## src/rtl/rhp_pkg.sv

```systemverilog
// ----------------------------------------------------------------------------
// rhp_pkg
// Shared widths, constants, pipeline payload types and the restoring
// division step for the RGB to HSI percent converter.
// ----------------------------------------------------------------------------
`default_nettype none

package rhp_pkg;

	localparam int CH_W   = 8;   // channel byte
	localparam int PCT_W  = 7;   // percent result
	localparam int SUM_W  = 10;  // r+g+b up to 765
	localparam int DEN_W  = 11;  // divisor: 6*(max-min) up to 1530
	localparam int DVD_W  = 18;  // dividend: 100*numerator up to 153000
	localparam int QUO_W  = 8;   // quotient bits produced by the divider
	localparam int PART_W = DVD_W - QUO_W; // dividend bits above the quotient window

	localparam int DIV_STEPS = 2; // quotient bits resolved per divider stage

	// floor(x*100/255) = (x*411220) >> 20 for x in 0..255
	localparam int                 PCT_SHIFT = 20;
	localparam logic [18:0]        PCT_MUL   = 19'd411220;
	localparam int                 PCT_PROD_W = CH_W + 19;

	// floor(sum*100/765) = (sum*2193120) >> 24 for sum in 0..765
	localparam int                 INT_SHIFT = 24;
	localparam logic [21:0]        INT_MUL   = 22'd2193120;
	localparam int                 INT_PROD_W = SUM_W + 22;

	localparam logic [DVD_W-1:0]   SCALE_100 = DVD_W'(100);
	localparam logic [QUO_W-1:0]   HUE_MAX   = QUO_W'(99);

	typedef enum logic [1:0] {
		SEL_RED,
		SEL_GREEN,
		SEL_BLUE
	} sector_t;

	// results that need no division, carried alongside the dividers
	typedef struct packed {
		logic [PCT_W-1:0] red_pct;
		logic [PCT_W-1:0] green_pct;
		logic [PCT_W-1:0] blue_pct;
		logic [PCT_W-1:0] int_pct;
		logic             gray;
	} side_t;

	typedef struct packed {
		logic [CH_W-1:0]  red;
		logic [CH_W-1:0]  green;
		logic [CH_W-1:0]  blue;
		logic [CH_W-1:0]  mx;
		logic [CH_W-1:0]  mn;
		logic [SUM_W-1:0] sum;
		sector_t          sel;
		side_t            side;
	} front_t;

	// partial remainder, dividend bits still to shift in / quotient bits, divisor
	typedef struct packed {
		logic [DEN_W-1:0] part;
		logic [QUO_W-1:0] acc;
		logic [DEN_W-1:0] den;
	} div_t;

	typedef struct packed {
		div_t  hue;
		div_t  sat;
		side_t side;
	} stage_t;

	// one restoring step: shift in next dividend bit, subtract if it fits
	function automatic div_t div_step(input div_t d);
		logic [DEN_W:0] sh;
		logic [DEN_W:0] diff;
		logic           fit;
		div_t           o;
		sh   = {d.part, d.acc[QUO_W-1]};
		diff = sh - {1'b0, d.den};
		fit  = (sh >= {1'b0, d.den});
		o.den  = d.den;
		o.part = fit ? diff[DEN_W-1:0] : sh[DEN_W-1:0];
		o.acc  = {d.acc[QUO_W-2:0], fit};
		return o;
	endfunction

endpackage

`default_nettype wire

```

## src/rtl/rhp_front.sv

```systemverilog
// ----------------------------------------------------------------------------
// rhp_front
// Stage 1: max, min, channel sum, dominant sector, and the channel and
// intensity percentages by reciprocal multiplication.
// ----------------------------------------------------------------------------
`default_nettype none

module rhp_front (
	input  wire logic                     clk,
	input  wire logic                     en,
	input  wire logic [rhp_pkg::CH_W-1:0] red,
	input  wire logic [rhp_pkg::CH_W-1:0] green,
	input  wire logic [rhp_pkg::CH_W-1:0] blue,
	output rhp_pkg::front_t               front_s1
);
	import rhp_pkg::*;

	logic [CH_W-1:0]       mx;
	logic [CH_W-1:0]       mn;
	logic [SUM_W-1:0]      sum;
	sector_t               sel;
	logic [PCT_PROD_W-1:0] r_prod;
	logic [PCT_PROD_W-1:0] g_prod;
	logic [PCT_PROD_W-1:0] b_prod;
	logic [INT_PROD_W-1:0] i_prod;
	front_t                nxt;

	always_comb begin
		mx = red;
		mn = red;
		if (green > mx) mx = green;
		if (blue > mx) mx = blue;
		if (green < mn) mn = green;
		if (blue < mn) mn = blue;
		sum = SUM_W'(red) + SUM_W'(green) + SUM_W'(blue);
		// ties go to red first, then green
		if (mx == red) begin
			sel = SEL_RED;
		end else if (mx == green) begin
			sel = SEL_GREEN;
		end else begin
			sel = SEL_BLUE;
		end
	end

	assign r_prod = PCT_PROD_W'(red) * PCT_PROD_W'(PCT_MUL);
	assign g_prod = PCT_PROD_W'(green) * PCT_PROD_W'(PCT_MUL);
	assign b_prod = PCT_PROD_W'(blue) * PCT_PROD_W'(PCT_MUL);
	assign i_prod = INT_PROD_W'(sum) * INT_PROD_W'(INT_MUL);

	always_comb begin
		nxt.red            = red;
		nxt.green          = green;
		nxt.blue           = blue;
		nxt.mx             = mx;
		nxt.mn             = mn;
		nxt.sum            = sum;
		nxt.sel            = sel;
		nxt.side.red_pct   = r_prod[PCT_SHIFT +: PCT_W];
		nxt.side.green_pct = g_prod[PCT_SHIFT +: PCT_W];
		nxt.side.blue_pct  = b_prod[PCT_SHIFT +: PCT_W];
		nxt.side.int_pct   = i_prod[INT_SHIFT +: PCT_W];
		nxt.side.gray      = (mx == mn);
	end

	always_ff @(posedge clk) begin
		if (en) begin
			front_s1 <= nxt;
		end
	end

endmodule

`default_nettype wire

```

## src/rtl/rhp_prep.sv

```systemverilog
// ----------------------------------------------------------------------------
// rhp_prep
// Stage 2: hue sector numerator and saturation numerator, scaled by 100,
// loaded into the divider operands.
// ----------------------------------------------------------------------------
`default_nettype none

module rhp_prep (
	input  wire logic   clk,
	input  wire logic   en,
	input  wire rhp_pkg::front_t front_s1,
	output rhp_pkg::stage_t prep_s2
);
	import rhp_pkg::*;

	logic [DEN_W-1:0] c;
	logic [DEN_W-1:0] c6;
	logic [DEN_W-1:0] r_w;
	logic [DEN_W-1:0] g_w;
	logic [DEN_W-1:0] b_w;
	logic [DEN_W-1:0] num;
	logic [SUM_W-1:0] sat_num;
	logic [DVD_W-1:0] hue_dvd;
	logic [DVD_W-1:0] sat_dvd;
	stage_t           nxt;

	always_comb begin
		c   = DEN_W'(front_s1.mx) - DEN_W'(front_s1.mn);
		c6  = (c << 2) + (c << 1);
		r_w = DEN_W'(front_s1.red);
		g_w = DEN_W'(front_s1.green);
		b_w = DEN_W'(front_s1.blue);
		// the true numerator is in [0, 6c), so modular arithmetic is exact
		case (front_s1.sel)
			SEL_RED: begin
				if (g_w >= b_w) begin
					num = g_w - b_w;
				end else begin
					num = c6 - (b_w - g_w);
				end
			end
			SEL_GREEN: num = (c << 1) + b_w - r_w;
			SEL_BLUE:  num = (c << 2) + r_w - g_w;
			default:   num = '0;
		endcase
		sat_num = front_s1.sum - (SUM_W'(front_s1.mn) + (SUM_W'(front_s1.mn) << 1));
		hue_dvd = DVD_W'(num) * SCALE_100;
		sat_dvd = DVD_W'(sat_num) * SCALE_100;
	end

	always_comb begin
		nxt.hue.part = DEN_W'(hue_dvd[DVD_W-1:QUO_W]);
		nxt.hue.acc  = hue_dvd[QUO_W-1:0];
		nxt.hue.den  = c6;
		nxt.sat.part = DEN_W'(sat_dvd[DVD_W-1:QUO_W]);
		nxt.sat.acc  = sat_dvd[QUO_W-1:0];
		nxt.sat.den  = DEN_W'(front_s1.sum);
		nxt.side     = front_s1.side;
	end

	always_ff @(posedge clk) begin
		if (en) begin
			prep_s2 <= nxt;
		end
	end

endmodule

`default_nettype wire

```

## src/rtl/rhp_div_stage.sv

```systemverilog
// ----------------------------------------------------------------------------
// rhp_div_stage
// One stage of the two restoring dividers (hue and saturation), resolving
// a fixed number of quotient bits per stage.
// ----------------------------------------------------------------------------
`default_nettype none

module rhp_div_stage (
	input  wire logic   clk,
	input  wire logic   en,
	input  wire rhp_pkg::stage_t stage_in,
	output rhp_pkg::stage_t stage_sx
);
	import rhp_pkg::*;

	stage_t nxt;

	always_comb begin
		nxt = stage_in;
		for (int i = 0; i < DIV_STEPS; i++) begin
			nxt.hue = div_step(nxt.hue);
			nxt.sat = div_step(nxt.sat);
		end
	end

	always_ff @(posedge clk) begin
		if (en) begin
			stage_sx <= nxt;
		end
	end

endmodule

`default_nettype wire

```

## src/rtl/rgb_to_hsi_percent.sv

```systemverilog
// ----------------------------------------------------------------------------
// rgb_to_hsi_percent
// Throughput: one pixel per clock while result_ready does not stall the output;
// the 8-bit quotients of the hue and saturation dividers are resolved two bits
// per stage over four stages. A stalled output holds only the stages that are full;
// empty stages still fill.
// Reset clears the stage valid bits only; there is no state between pixels.
// ----------------------------------------------------------------------------
`default_nettype none

module rgb_to_hsi_percent (
	input  wire logic                      clk,
	input  wire logic                      arst_n,
	input  wire logic                      pixel_valid,
	output logic                           pixel_ready,
	input  wire logic [rhp_pkg::CH_W-1:0]  red,
	input  wire logic [rhp_pkg::CH_W-1:0]  green,
	input  wire logic [rhp_pkg::CH_W-1:0]  blue,
	output logic                           result_valid,
	input  wire logic                      result_ready,
	output logic [rhp_pkg::PCT_W-1:0]      red_percent,
	output logic [rhp_pkg::PCT_W-1:0]      green_percent,
	output logic [rhp_pkg::PCT_W-1:0]      blue_percent,
	output logic [rhp_pkg::PCT_W-1:0]      hue_percent,
	output logic [rhp_pkg::PCT_W-1:0]      saturation_percent,
	output logic [rhp_pkg::PCT_W-1:0]      intensity_percent
);
	import rhp_pkg::*;

	localparam int NSTG = 6;

	logic [NSTG:1] vld_q;
	logic [NSTG:1] en;
	front_t        front_s1;
	stage_t        prep_s2;
	stage_t        div_s3;
	stage_t        div_s4;
	stage_t        div_s5;
	stage_t        div_s6;
	logic [QUO_W-1:0] hue_q6;

	// a stage moves when it is empty or the stage after it moves
	always_comb begin
		en[NSTG] = !vld_q[NSTG] || result_ready;
		for (int k = NSTG - 1; k >= 1; k--) begin
			en[k] = !vld_q[k] || en[k+1];
		end
	end

	assign pixel_ready = en[1];

	always_ff @(posedge clk or negedge arst_n) begin
		if (!arst_n) begin
			vld_q <= '0;
		end else begin
			if (en[1]) vld_q[1] <= pixel_valid;
			for (int k = 2; k <= NSTG; k++) begin
				if (en[k]) vld_q[k] <= vld_q[k-1];
			end
		end
	end

	rhp_front u_front (
		.clk      (clk),
		.en       (en[1]),
		.red      (red),
		.green    (green),
		.blue     (blue),
		.front_s1 (front_s1)
	);

	rhp_prep u_prep (
		.clk      (clk),
		.en       (en[2]),
		.front_s1 (front_s1),
		.prep_s2  (prep_s2)
	);

	rhp_div_stage u_div_s3 (
		.clk      (clk),
		.en       (en[3]),
		.stage_in (prep_s2),
		.stage_sx (div_s3)
	);

	rhp_div_stage u_div_s4 (
		.clk      (clk),
		.en       (en[4]),
		.stage_in (div_s3),
		.stage_sx (div_s4)
	);

	rhp_div_stage u_div_s5 (
		.clk      (clk),
		.en       (en[5]),
		.stage_in (div_s4),
		.stage_sx (div_s5)
	);

	rhp_div_stage u_div_s6 (
		.clk      (clk),
		.en       (en[6]),
		.stage_in (div_s5),
		.stage_sx (div_s6)
	);

	assign hue_q6 = (div_s6.hue.acc > HUE_MAX) ? HUE_MAX : div_s6.hue.acc;

	assign result_valid       = vld_q[NSTG];
	assign red_percent        = div_s6.side.red_pct;
	assign green_percent      = div_s6.side.green_pct;
	assign blue_percent       = div_s6.side.blue_pct;
	assign intensity_percent  = div_s6.side.int_pct;
	// gray pixels have a zero hue divisor (black a zero saturation one too); force both to zero
	assign hue_percent        = div_s6.side.gray ? '0 : hue_q6[PCT_W-1:0];
	assign saturation_percent = div_s6.side.gray ? '0 : div_s6.sat.acc[PCT_W-1:0];

endmodule

`default_nettype wire
```

## config.mk

```make
export PLATFORM = sky130hd
export DESIGN_NAME = rgb_to_hsi_percent
export DESIGN_NICKNAME = d
export VERILOG_FILES = /design/src/rtl/rhp_pkg.sv /design/src/rtl/rhp_front.sv /design/src/rtl/rhp_prep.sv /design/src/rtl/rhp_div_stage.sv /design/src/rtl/rgb_to_hsi_percent.sv
export SDC_FILE = /design/constraint.sdc
export NUM_CORES = 1
export LEC_CHECK = 0
export BUFFER_PORTS_ARGS = -buffer_cell sky130_fd_sc_hd__buf_2
export CAP_MARGIN = 40
export CELL_PAD_IN_SITES_DETAIL_PLACEMENT = 2
export CELL_PAD_IN_SITES_GLOBAL_PLACEMENT = 2
export CORE_UTILIZATION = 45
export DETAILED_ROUTE_END_ITERATION = 10
export PLACE_DENSITY_LB_ADDON = 0.1
export SLEW_MARGIN = 20
export SYNTH_ARGS = -nofsm -noshare
export SYNTH_HDL_FRONTEND = slang
export SYNTH_HIERARCHICAL = 1
export SYNTH_SLANG_ARGS = --single-unit
```

## constraint.sdc

```tcl
create_clock -name clk -period 7.9 [get_ports clk]
set_input_delay 1.58 -clock clk [delete_from_list [all_inputs] [get_ports clk]]
set_output_delay 1.58 -clock clk [all_outputs]
set_load 0.02 [all_outputs]
```

==> impl_metrics.toml, run 1 <==
[status]
status = "completed"

[setup_path]
critical_path.max_fanout = 8
r2r_start = "u_front/front_s1[46]$_DFFE_PP_"
worstSetupPathType = "reg2reg"
max_stage_delay_ns = 0.57
cp-start-kind = "flop"
reg2reg_slack_ns = 0.02
crit_path_frequent_cell = "ha_1"
reg2reg_depth = 28
cp_data_arrival_time_ns = 8.24
slowest_stage = "or4b_4"
r2r_end = "u_prep/prep_s2[87]$_DFFE_PP_"
end_kind = "flop"
worstPathRequired_ns = 8.26

[timing]
min_period_ns = 7.88
period_share_pct = 99.7
setup_slack_ns = 0.0233
rsz0062_at_grt = "true"
slew_violations = 0
setup_viol = 0
skew_ns = 0.0261
worst_pin_slew_ns = 0.895
fmax_ghz = 0.127
hold_viol = 0
timing.slew.headroom_pct = 39.4

[clocking]
numClockSinks = 475
insertion_delay_ns = 0.64
cts_tree = "yes"
cts_made_buffers = 54
clockRootBuffer = "clkbuf_16"
clk_pin_slew_worst_paths_ns = 0.06
cts_buffer_depth = 3
cts-htree-levels = 2

[yosys]
ys_warn_count = 6
netlist_instances = 3484
netlist_area_sq_um = 38900
avgSynthCellArea_sq_um = 11.2

[placement]
place_ws_ns = -0.770
io_buffers = 71
finalWeightedCongestion = 0.867
hpwl_mm = 98.4
dp_cells = 4747

[cells_and_area]
area_growth_pct = 11.3
fill_cells = 8534
nets = 4464
multiInputGateArea_sq_um = 22900
seqCellArea_sq_um = 14200
n_antenna_cell = 0
fin_util_pct = 50.7
fin_cells = 4859
drive_gt1_share_pct = 13.7

[drt]
first_iter_violations = 1227
wire_per_inst_um = 25.7
drt-pass1-iter-count = 5
wirelength_mm = 125
vias = 28100
ant_nets = 0
vias_per_cell = 5.79
remaining_drc_errors = 0

[floorplan]
die_h_um = 296
core-area_sq_um = 85400
initial_core_util_pct = 45.6
ios = 72
die_area_sq_um = 87700
fp.dieW_um = 296
rows = 107

[worst_hold_path]
min_from = "u_div_s4/stage_sx[41]$_DFFE_PP_"
min_path_type = "reg2reg"
hold_depth = 0
min_to = "u_div_s5/stage_sx[43]$_DFFE_PP_"

[global_routing]
grt_pass1_vias = 32400
grt_max_degree = 56
grt-ovfl-total = 0
grt_pass1_wl_mm = 193
grt_usage_pct = 28.7
antenna_found_initial = 1

[run]
cap_viol_max_count = 0
per-layer routing:
metal	part of all wire [%]	GRT usage, %
met1	41	34.0
met2	53	53.8
met3	2.5	2.40
met4	3.7	9.84
met5	0	0
registers in the layout, indices dropped and copies added (netlist names):
signal,flops
u_div_s6/stage_sx,44
u_div_s3/stage_sx,88
u_front/front_s1,81
vld_q,6
u_div_s5/stage_sx,88
u_prep/prep_s2,80
u_div_s4/stage_sx,88
worst max-delay path: cells and delay by family, from the launching register on:
| family | cells | cell delay (ns) |
|---|---|---|
| xor gates and xnor gates | 3 | 0.63 |
| DFF | 1 | 0.37 |
| muxes | 1 | 0.30 |
| AOI/OAI and AO/OA | 8 | 1.48 |
| adders and majority gates | 8 | 2.64 |
| and+or+nand+nor | 5 | 1.74 |
| buffers and inverters | 3 | 0.41 |
through the flow:
step | cell area [sq um] | hold WS (ns) | TNS, ns
detailed placement | 41300 | 0.405 | -4.26
global placement | 41200 | 0.401 | -2.42
floorplan | 39000 | 0.400 | 0
CTS | 43100 | 0.408 | 0
global route | 43300 | 0.416 | -0.358
finish | 43300 | 0.419 | 0
how the worst max path moves through the flow:
stage | endpoint | startpoint | cells after the start | slack [ns]
detailed placement | u_front/front_s1[7]$_DFFE_PP_ | red[1] | 32 | -0.77
finish | u_prep/prep_s2[87]$_DFFE_PP_ | u_front/front_s1[46]$_DFFE_PP_ | 28 | 0.02
global route | u_front/front_s1[7]$_DFFE_PP_ | red[1] | 32 | -0.15
CTS | u_prep/prep_s2[87]$_DFFE_PP_ | u_front/front_s1[49]$_DFFE_PP_ | 31 | 0.009
floorplan | u_front/front_s1[7]$_DFFE_PP_ | blue[1] | 29 | 0.01
global placement | u_front/front_s1[7]$_DFFE_PP_ | blue[1] | 32 | -0.50
area by class of cell:
cell class,instances,share of cell area [%]
multi-input cells,2486,52.7
clock inverters,24,0.549
clock buffers,74,3.48
well taps,1144,3.30
repair buffers,180,2.95
inverters,476,4.13
flip-flops and latches,475,32.8
timing repair:
action,4_1_cts,5_1_grt
pin swaps,7,29
hold buffers,0,0
setup endpoints to repair,6,10
setup buffers,4,6
gates resized for setup,14,35
layout by cell type (no fill, tap or decap), types with 15 or more instances in the layout:
master	count
nor2b_1	54
inv_2	15
a211oi_1	19
nand4_1	37
a21o_1	69
nor3_1	68
ha_1	593
buf_4	99
mux2_4	19
o21ai_1	15
mux2i_1	27
fa_1	156
nand2b_1	31
nand3_1	61
o211ai_1	17
o21a_1	45
mux2_2	76
edfxtp_1	469
a21oi_2	20
o21ai_0	117
o21bai_1	26
inv_1	459
nand2_1	83
a21oi_1	184
buf_2	70
clkbuf_16	54
and2_1	29
xor2_1	63
xnor2_1	172
nor2_1	180
Power of run 1 is not shown: default switching activity piles up to over one toggle a cycle in this logic, so the estimate is an artifact.
==> run 2, diff against run 1 <==
Settings changed: GPL_TIMING_DRIVEN set to 0.
==> impl_metrics.toml, run 2 (synthesized netlist as in run 1, its figures left out) <==
[setup_path]
cp-start-kind = "primary input"
critPathBufInv = 7
worstSetupPathType = "in2reg"
critical_path.max_fanout = 4
critical-path-top-delay-family = "adder cells"
crit_path_frequent_cell = "fa_1"
end_kind = "flop"
max_stage_delay_ns = 0.57
slowest_stage = "fa_1"
worstPathRequired_ns = 8.25
cp_data_arrival_time_ns = 8.41

[floorplan]
rows = 107
ios = 72
core-area_sq_um = 85400
die_h_um = 296
initial_core_util_pct = 45.6
die_area_sq_um = 87700
fp.dieW_um = 296

[clocking]
cts_tree = "yes"
ctsHoldBuffers = 0
cts_made_buffers = 54
numClockSinks = 475
clk_pin_slew_worst_paths_ns = 0.06
insertion_delay_ns = 0.63
cts_buffer_depth = 3
cts-htree-levels = 2
clockRootBuffer = "clkbuf_16"

[drt]
remaining_drc_errors = 0
first_iter_violations = 1120
drt-pass1-iter-count = 5
wire_per_inst_um = 25.7
ant_nets = 0
vias_per_cell = 5.79
wirelength_mm = 125
vias = 28100

[timing]
rsz0062_at_grt = "true"
period_share_pct = 102
timing.slew.headroom_pct = 38.0
min_period_ns = 8.06
setup_viol = 5
skew_ns = 0.0277
hold_viol = 0
slew_violations = 0
setup_slack_ns = -0.163
worst_pin_slew_ns = 0.918
fmax_ghz = 0.124

[global_routing]
grt_pass1_vias = 32700
grt_usage_pct = 28.6
antenna_found_initial = 2
grt-ovfl-total = 0
grt_max_degree = 55
grt_pass1_wl_mm = 193

[cells_and_area]
n_antenna_cell = 0
final_cell_mix = "ha_1, edfxtp_1, inv_1, a21oi_1, nor2_1"
final_cell_area_sq_um = 43600
area_growth_pct = 11.8
nets = 4455
drive_gt1_share_pct = 13.2
reg.largest.list = "u_div_s3/stage_sx: 88 flops, u_div_s4/stage_sx: 88 flops, u_div_s5/stage_sx: 88 flops"
fill_cells = 8593
mostFrequentLayoutCell = "ha_1"

[worst_hold_path]
min_path_type = "reg2reg"

[placement]
placed_area_sq_um = 41100
finalWeightedCongestion = 0.845
hpwl_mm = 98.8
io_buffers = 71

[run]
cap_viol_max_count = 0

[status]
violations = "setup timing"
status = "complete, but fails checks"
-- run 2: cell count changes in the layout (fill, tap and decap cells not counted), moves of 4 or more --
cell        before  now
clkinvlp_4       3    8
clkinv_2         8    4
xor2_2           1    5
inv_1          459  463
buf_6            3   22
clkbuf_1        12   28
xor2_1          63   58
buf_2           70   76
bufinv_16        3    7
inv_2           15   10
buf_4           99   48
-- run 2: final timing paths --
path,from,end,slack [ns],cells after the start
worst min-delay path,u_front/front_s1[27]$_DFFE_PP_,u_prep/prep_s2[27]$_DFFE_PP_,0.40,0
worst max register to register,u_front/front_s1[43]$_DFFE_PP_,u_prep/prep_s2[87]$_DFFE_PP_,0.37,29
worst min register to register,u_front/front_s1[27]$_DFFE_PP_,u_prep/prep_s2[27]$_DFFE_PP_,0.40,0
max in group asynchronous,arst_n,vld_q[2]$_DFFE_PN0P_,6.88,1
min in group asynchronous,arst_n,vld_q[5]$_DFFE_PN0P_,0.81,1
worst max-delay path,red[1],u_front/front_s1[6]$_DFFE_PP_,-0.16,31
-- run 2: cell type report --
type | count | area (sq um) | share of cell area (%)
Clock buffer | 73 | 1470 | 3.38
Inverter | 476 | 1800 | 4.13
Sequential cell | 475 | 14200 | 32.7
Clock inverter | 29 | 387 | 0.888
Tap cell | 1144 | 1430 | 3.29
Multi-Input combinational cell | 2486 | 23000 | 52.7
Timing Repair Buffer | 116 | 902 | 2.07
Buffer | 55 | 358 | 0.822
-- run 2: worst reg2reg max path: cells and delay by family, from the launching register on --
| kind | cells | cell delay [ns] |
|---|---|---|
| fa+ha+maj | 7 | 2.39 |
| buf+inv | 3 | 0.42 |
| mux | 1 | 0.30 |
| flops | 1 | 0.32 |
| compound gates | 8 | 1.43 |
| simple gates | 6 | 1.74 |
| xor+xnor | 4 | 0.67 |
-- run 2: metal layers --
| metal | vias to the layer above | GRT usage [%] | wire (um) |
|---|---|---|---|
| li1 | 12900 | - | - |
| met1 | 14600 | 33.5 | 51300 |
| met2 | 434 | 54.3 | 66400 |
| met3 | 211 | 2.47 | 2690 |
| met4 | 4 | 9.44 | 4360 |
| met5 | - | 0 | 31 |
-- run 2: what timing repair did --
item,4_1_cts,5_1_grt
resized for setup,51,28
setup endpoints to repair,7,10
pin swaps,24,29
setup buffers,18,8
-- run 2: metrics by stage --
step                worst slack, ns  util, %  TNS [ns]  instances  hold WS, ns
global route                 -0.351     51.0     -1.85       4854        0.413
detailed placement            -1.62     48.1    -10.28       4726        0.407
CTS                         0.00136     50.7         0       4846        0.401
global placement              -1.50     47.8     -9.96       4707        0.401
floorplan                    0.0124        -         0       3492        0.400
finish                       -0.163     51.0    -0.525       4854        0.403
Power of run 2 is left out for the same reason.
==> run 3, diff against run 2 <==
Settings changed: ABC_AREA set to 1, CORE_UTILIZATION 45 to 42, RECOVER_POWER set to 100, SLEW_MARGIN 20 to unset.
==> impl_metrics.toml, run 3 <==
[clocking]
cts-htree-levels = 2
ctsHoldBuffers = 0
insertion_delay_ns = 0.63
cts_buffer_depth = 3
cts_tree = "yes"
cts_made_buffers = 53
clk_pin_slew_worst_paths_ns = 0.07
numClockSinks = 475
clockRootBuffer = "clkbuf_16"

[timing]
timing.slew.headroom_pct = -91.6
setup_viol = 2
period_share_pct = 100
skew_ns = 0.0130
slew_violations = 67
worst_pin_slew_ns = 2.87
fmax_ghz = 0.126
rsz0062_at_grt = "true"
setup_slack_ns = -0.0365
hold_viol = 0
min_period_ns = 7.94

[global_routing]
antenna_found_initial = 1
grt_pass1_vias = 37200
grt-ovfl-total = 0
grt_max_degree = 65
grt_usage_pct = 27.9
grt_pass1_wl_mm = 216

[yosys]
avgSynthCellArea_sq_um = 9.10
netlist_instances = 4581
ys_warn_count = 6
netlist_area_sq_um = 41700

[drt]
drt-pass1-iter-count = 5
met2WireLength_mm = 74.4
vias_per_cell = 5.36
remaining_drc_errors = 0
wl_met1_mm = 58.3
wirelength_mm = 141
top_layer = "met4"
dr_wl_met3_mm = 3.13
wire_per_inst_um = 23.1
first_iter_violations = 1296
vias = 32600
ant_nets = 0

[floorplan]
initial_core_util_pct = 42.4
rows = 115
die_h_um = 317
ios = 72
die_area_sq_um = 101000
fp.dieW_um = 317
core-area_sq_um = 98400

[setup_path]
max_stage_delay_ns = 0.56
critPathBufInv = 7
worstSetupPathType = "in2reg"
slowest_stage = "fa_1"
worstPathRequired_ns = 8.26
critical_path.max_fanout = 12
critical-path-top-delay-family = "adder cells"
cp-start-kind = "primary input"
cp_data_arrival_time_ns = 8.29
end_kind = "flop"

[cells_and_area]
nets = 5543
final_cell_mix = "nand2_1, inv_1, ha_1, edfxtp_1, nor2_1"
fin_util_pct = 47.2
area_growth_pct = 11.5
mostFrequentLayoutCell = "nand2_1"
drive_gt1_share_pct = 11.2
reg.largest.list = "u_div_s3/stage_sx: 88 flops, u_div_s4/stage_sx: 88 flops, u_div_s5/stage_sx: 88 flops"

[status]
status = "complete, but fails checks"
violations = "capacitance limit, slew limit, setup timing"

[placement]
finalWeightedCongestion = 0.837
io_buffers = 71
hpwl_mm = 111

[worst_hold_path]
min_path_type = "reg2reg"

[run]
cap_viol_max_count = 2
-- run 3: worst paths after layout --
| path | start | endpoint | slack [ns] | cells past startpoint |
|---|---|---|---|---|
| max | blue[3] | u_front/front_s1[7]$_DFFE_PP_ | -0.04 | 33 |
| min | u_front/front_s1[28]$_DFFE_PP_ | u_prep/prep_s2[28]$_DFFE_PP_ | 0.42 | 0 |
| max reg2reg | u_front/front_s1[41]$_DFFE_PP_ | u_prep/prep_s2[86]$_DFFE_PP_ | 0.36 | 33 |
| min reg2reg | u_front/front_s1[28]$_DFFE_PP_ | u_prep/prep_s2[28]$_DFFE_PP_ | 0.42 | 0 |
| max in group asynchronous | arst_n | vld_q[2]$_DFFE_PN0P_ | 6.63 | 1 |
| min in group asynchronous | arst_n | vld_q[6]$_DFFE_PN0P_ | 0.90 | 1 |
-- run 3: timing repair --
action	in CTS	in global routing
cloned	0	0
gates resized for setup	57	49
buffers inserted	15	13
pin swaps	23	29
endpoints found under the setup margin	8	7
-- run 3: cell type report --
class | instances | area, sq um
fill | 10700 | 51900
multi-input combinational | 3232 | 24300
sequential | 475 | 14200
inverter | 831 | 3140
tap | 1287 | 1610
clock buffer | 61 | 1380
timing repair buffer | 108 | 830
clock inverter | 38 | 561
buffer | 51 | 473
antenna | 1 | 2.50
-- run 3: through the flow --
stage | setup slack [ns] | instances | hold WS (ns) | cell area [sq um] | setup TNS, ns
2_1_floorplan | 0.00761 | 4589 | 0.400 | 41800 | 0
3_3_place_gp | -1.83 | 5947 | 0.400 | 43700 | -10.90
3_5_place_dp | -2.00 | 5956 | 0.405 | 43900 | -11.52
4_1_cts | 0.00213 | 6070 | 0.413 | 46200 | 0
5_1_grt | -0.152 | 6083 | 0.426 | 46500 | -0.340
6_report | -0.0365 | 6084 | 0.415 | 46500 | -0.0528
-- run 3: worst register-to-register path: cells and delay by family (launching register included) --
family                   cells  cell delay [ns]
AO/OA/AOI/OAI                9             1.54
XOR/XNOR                     2             0.36
adder cells (fa/ha/maj)      9             3.65
buffers and inverters        7             0.70
flip-flops                   1             0.51
AND/OR/NAND/NOR              6             0.53
-- run 3: metal layers --
metal	global-route usage (%)	vias to the layer above
li1	-	15400
met1	33.1	16600
met2	52.7	470
met3	2.39	221
met4	8.97	0
met5	0	-
Power of run 3 is left out for the same reason.
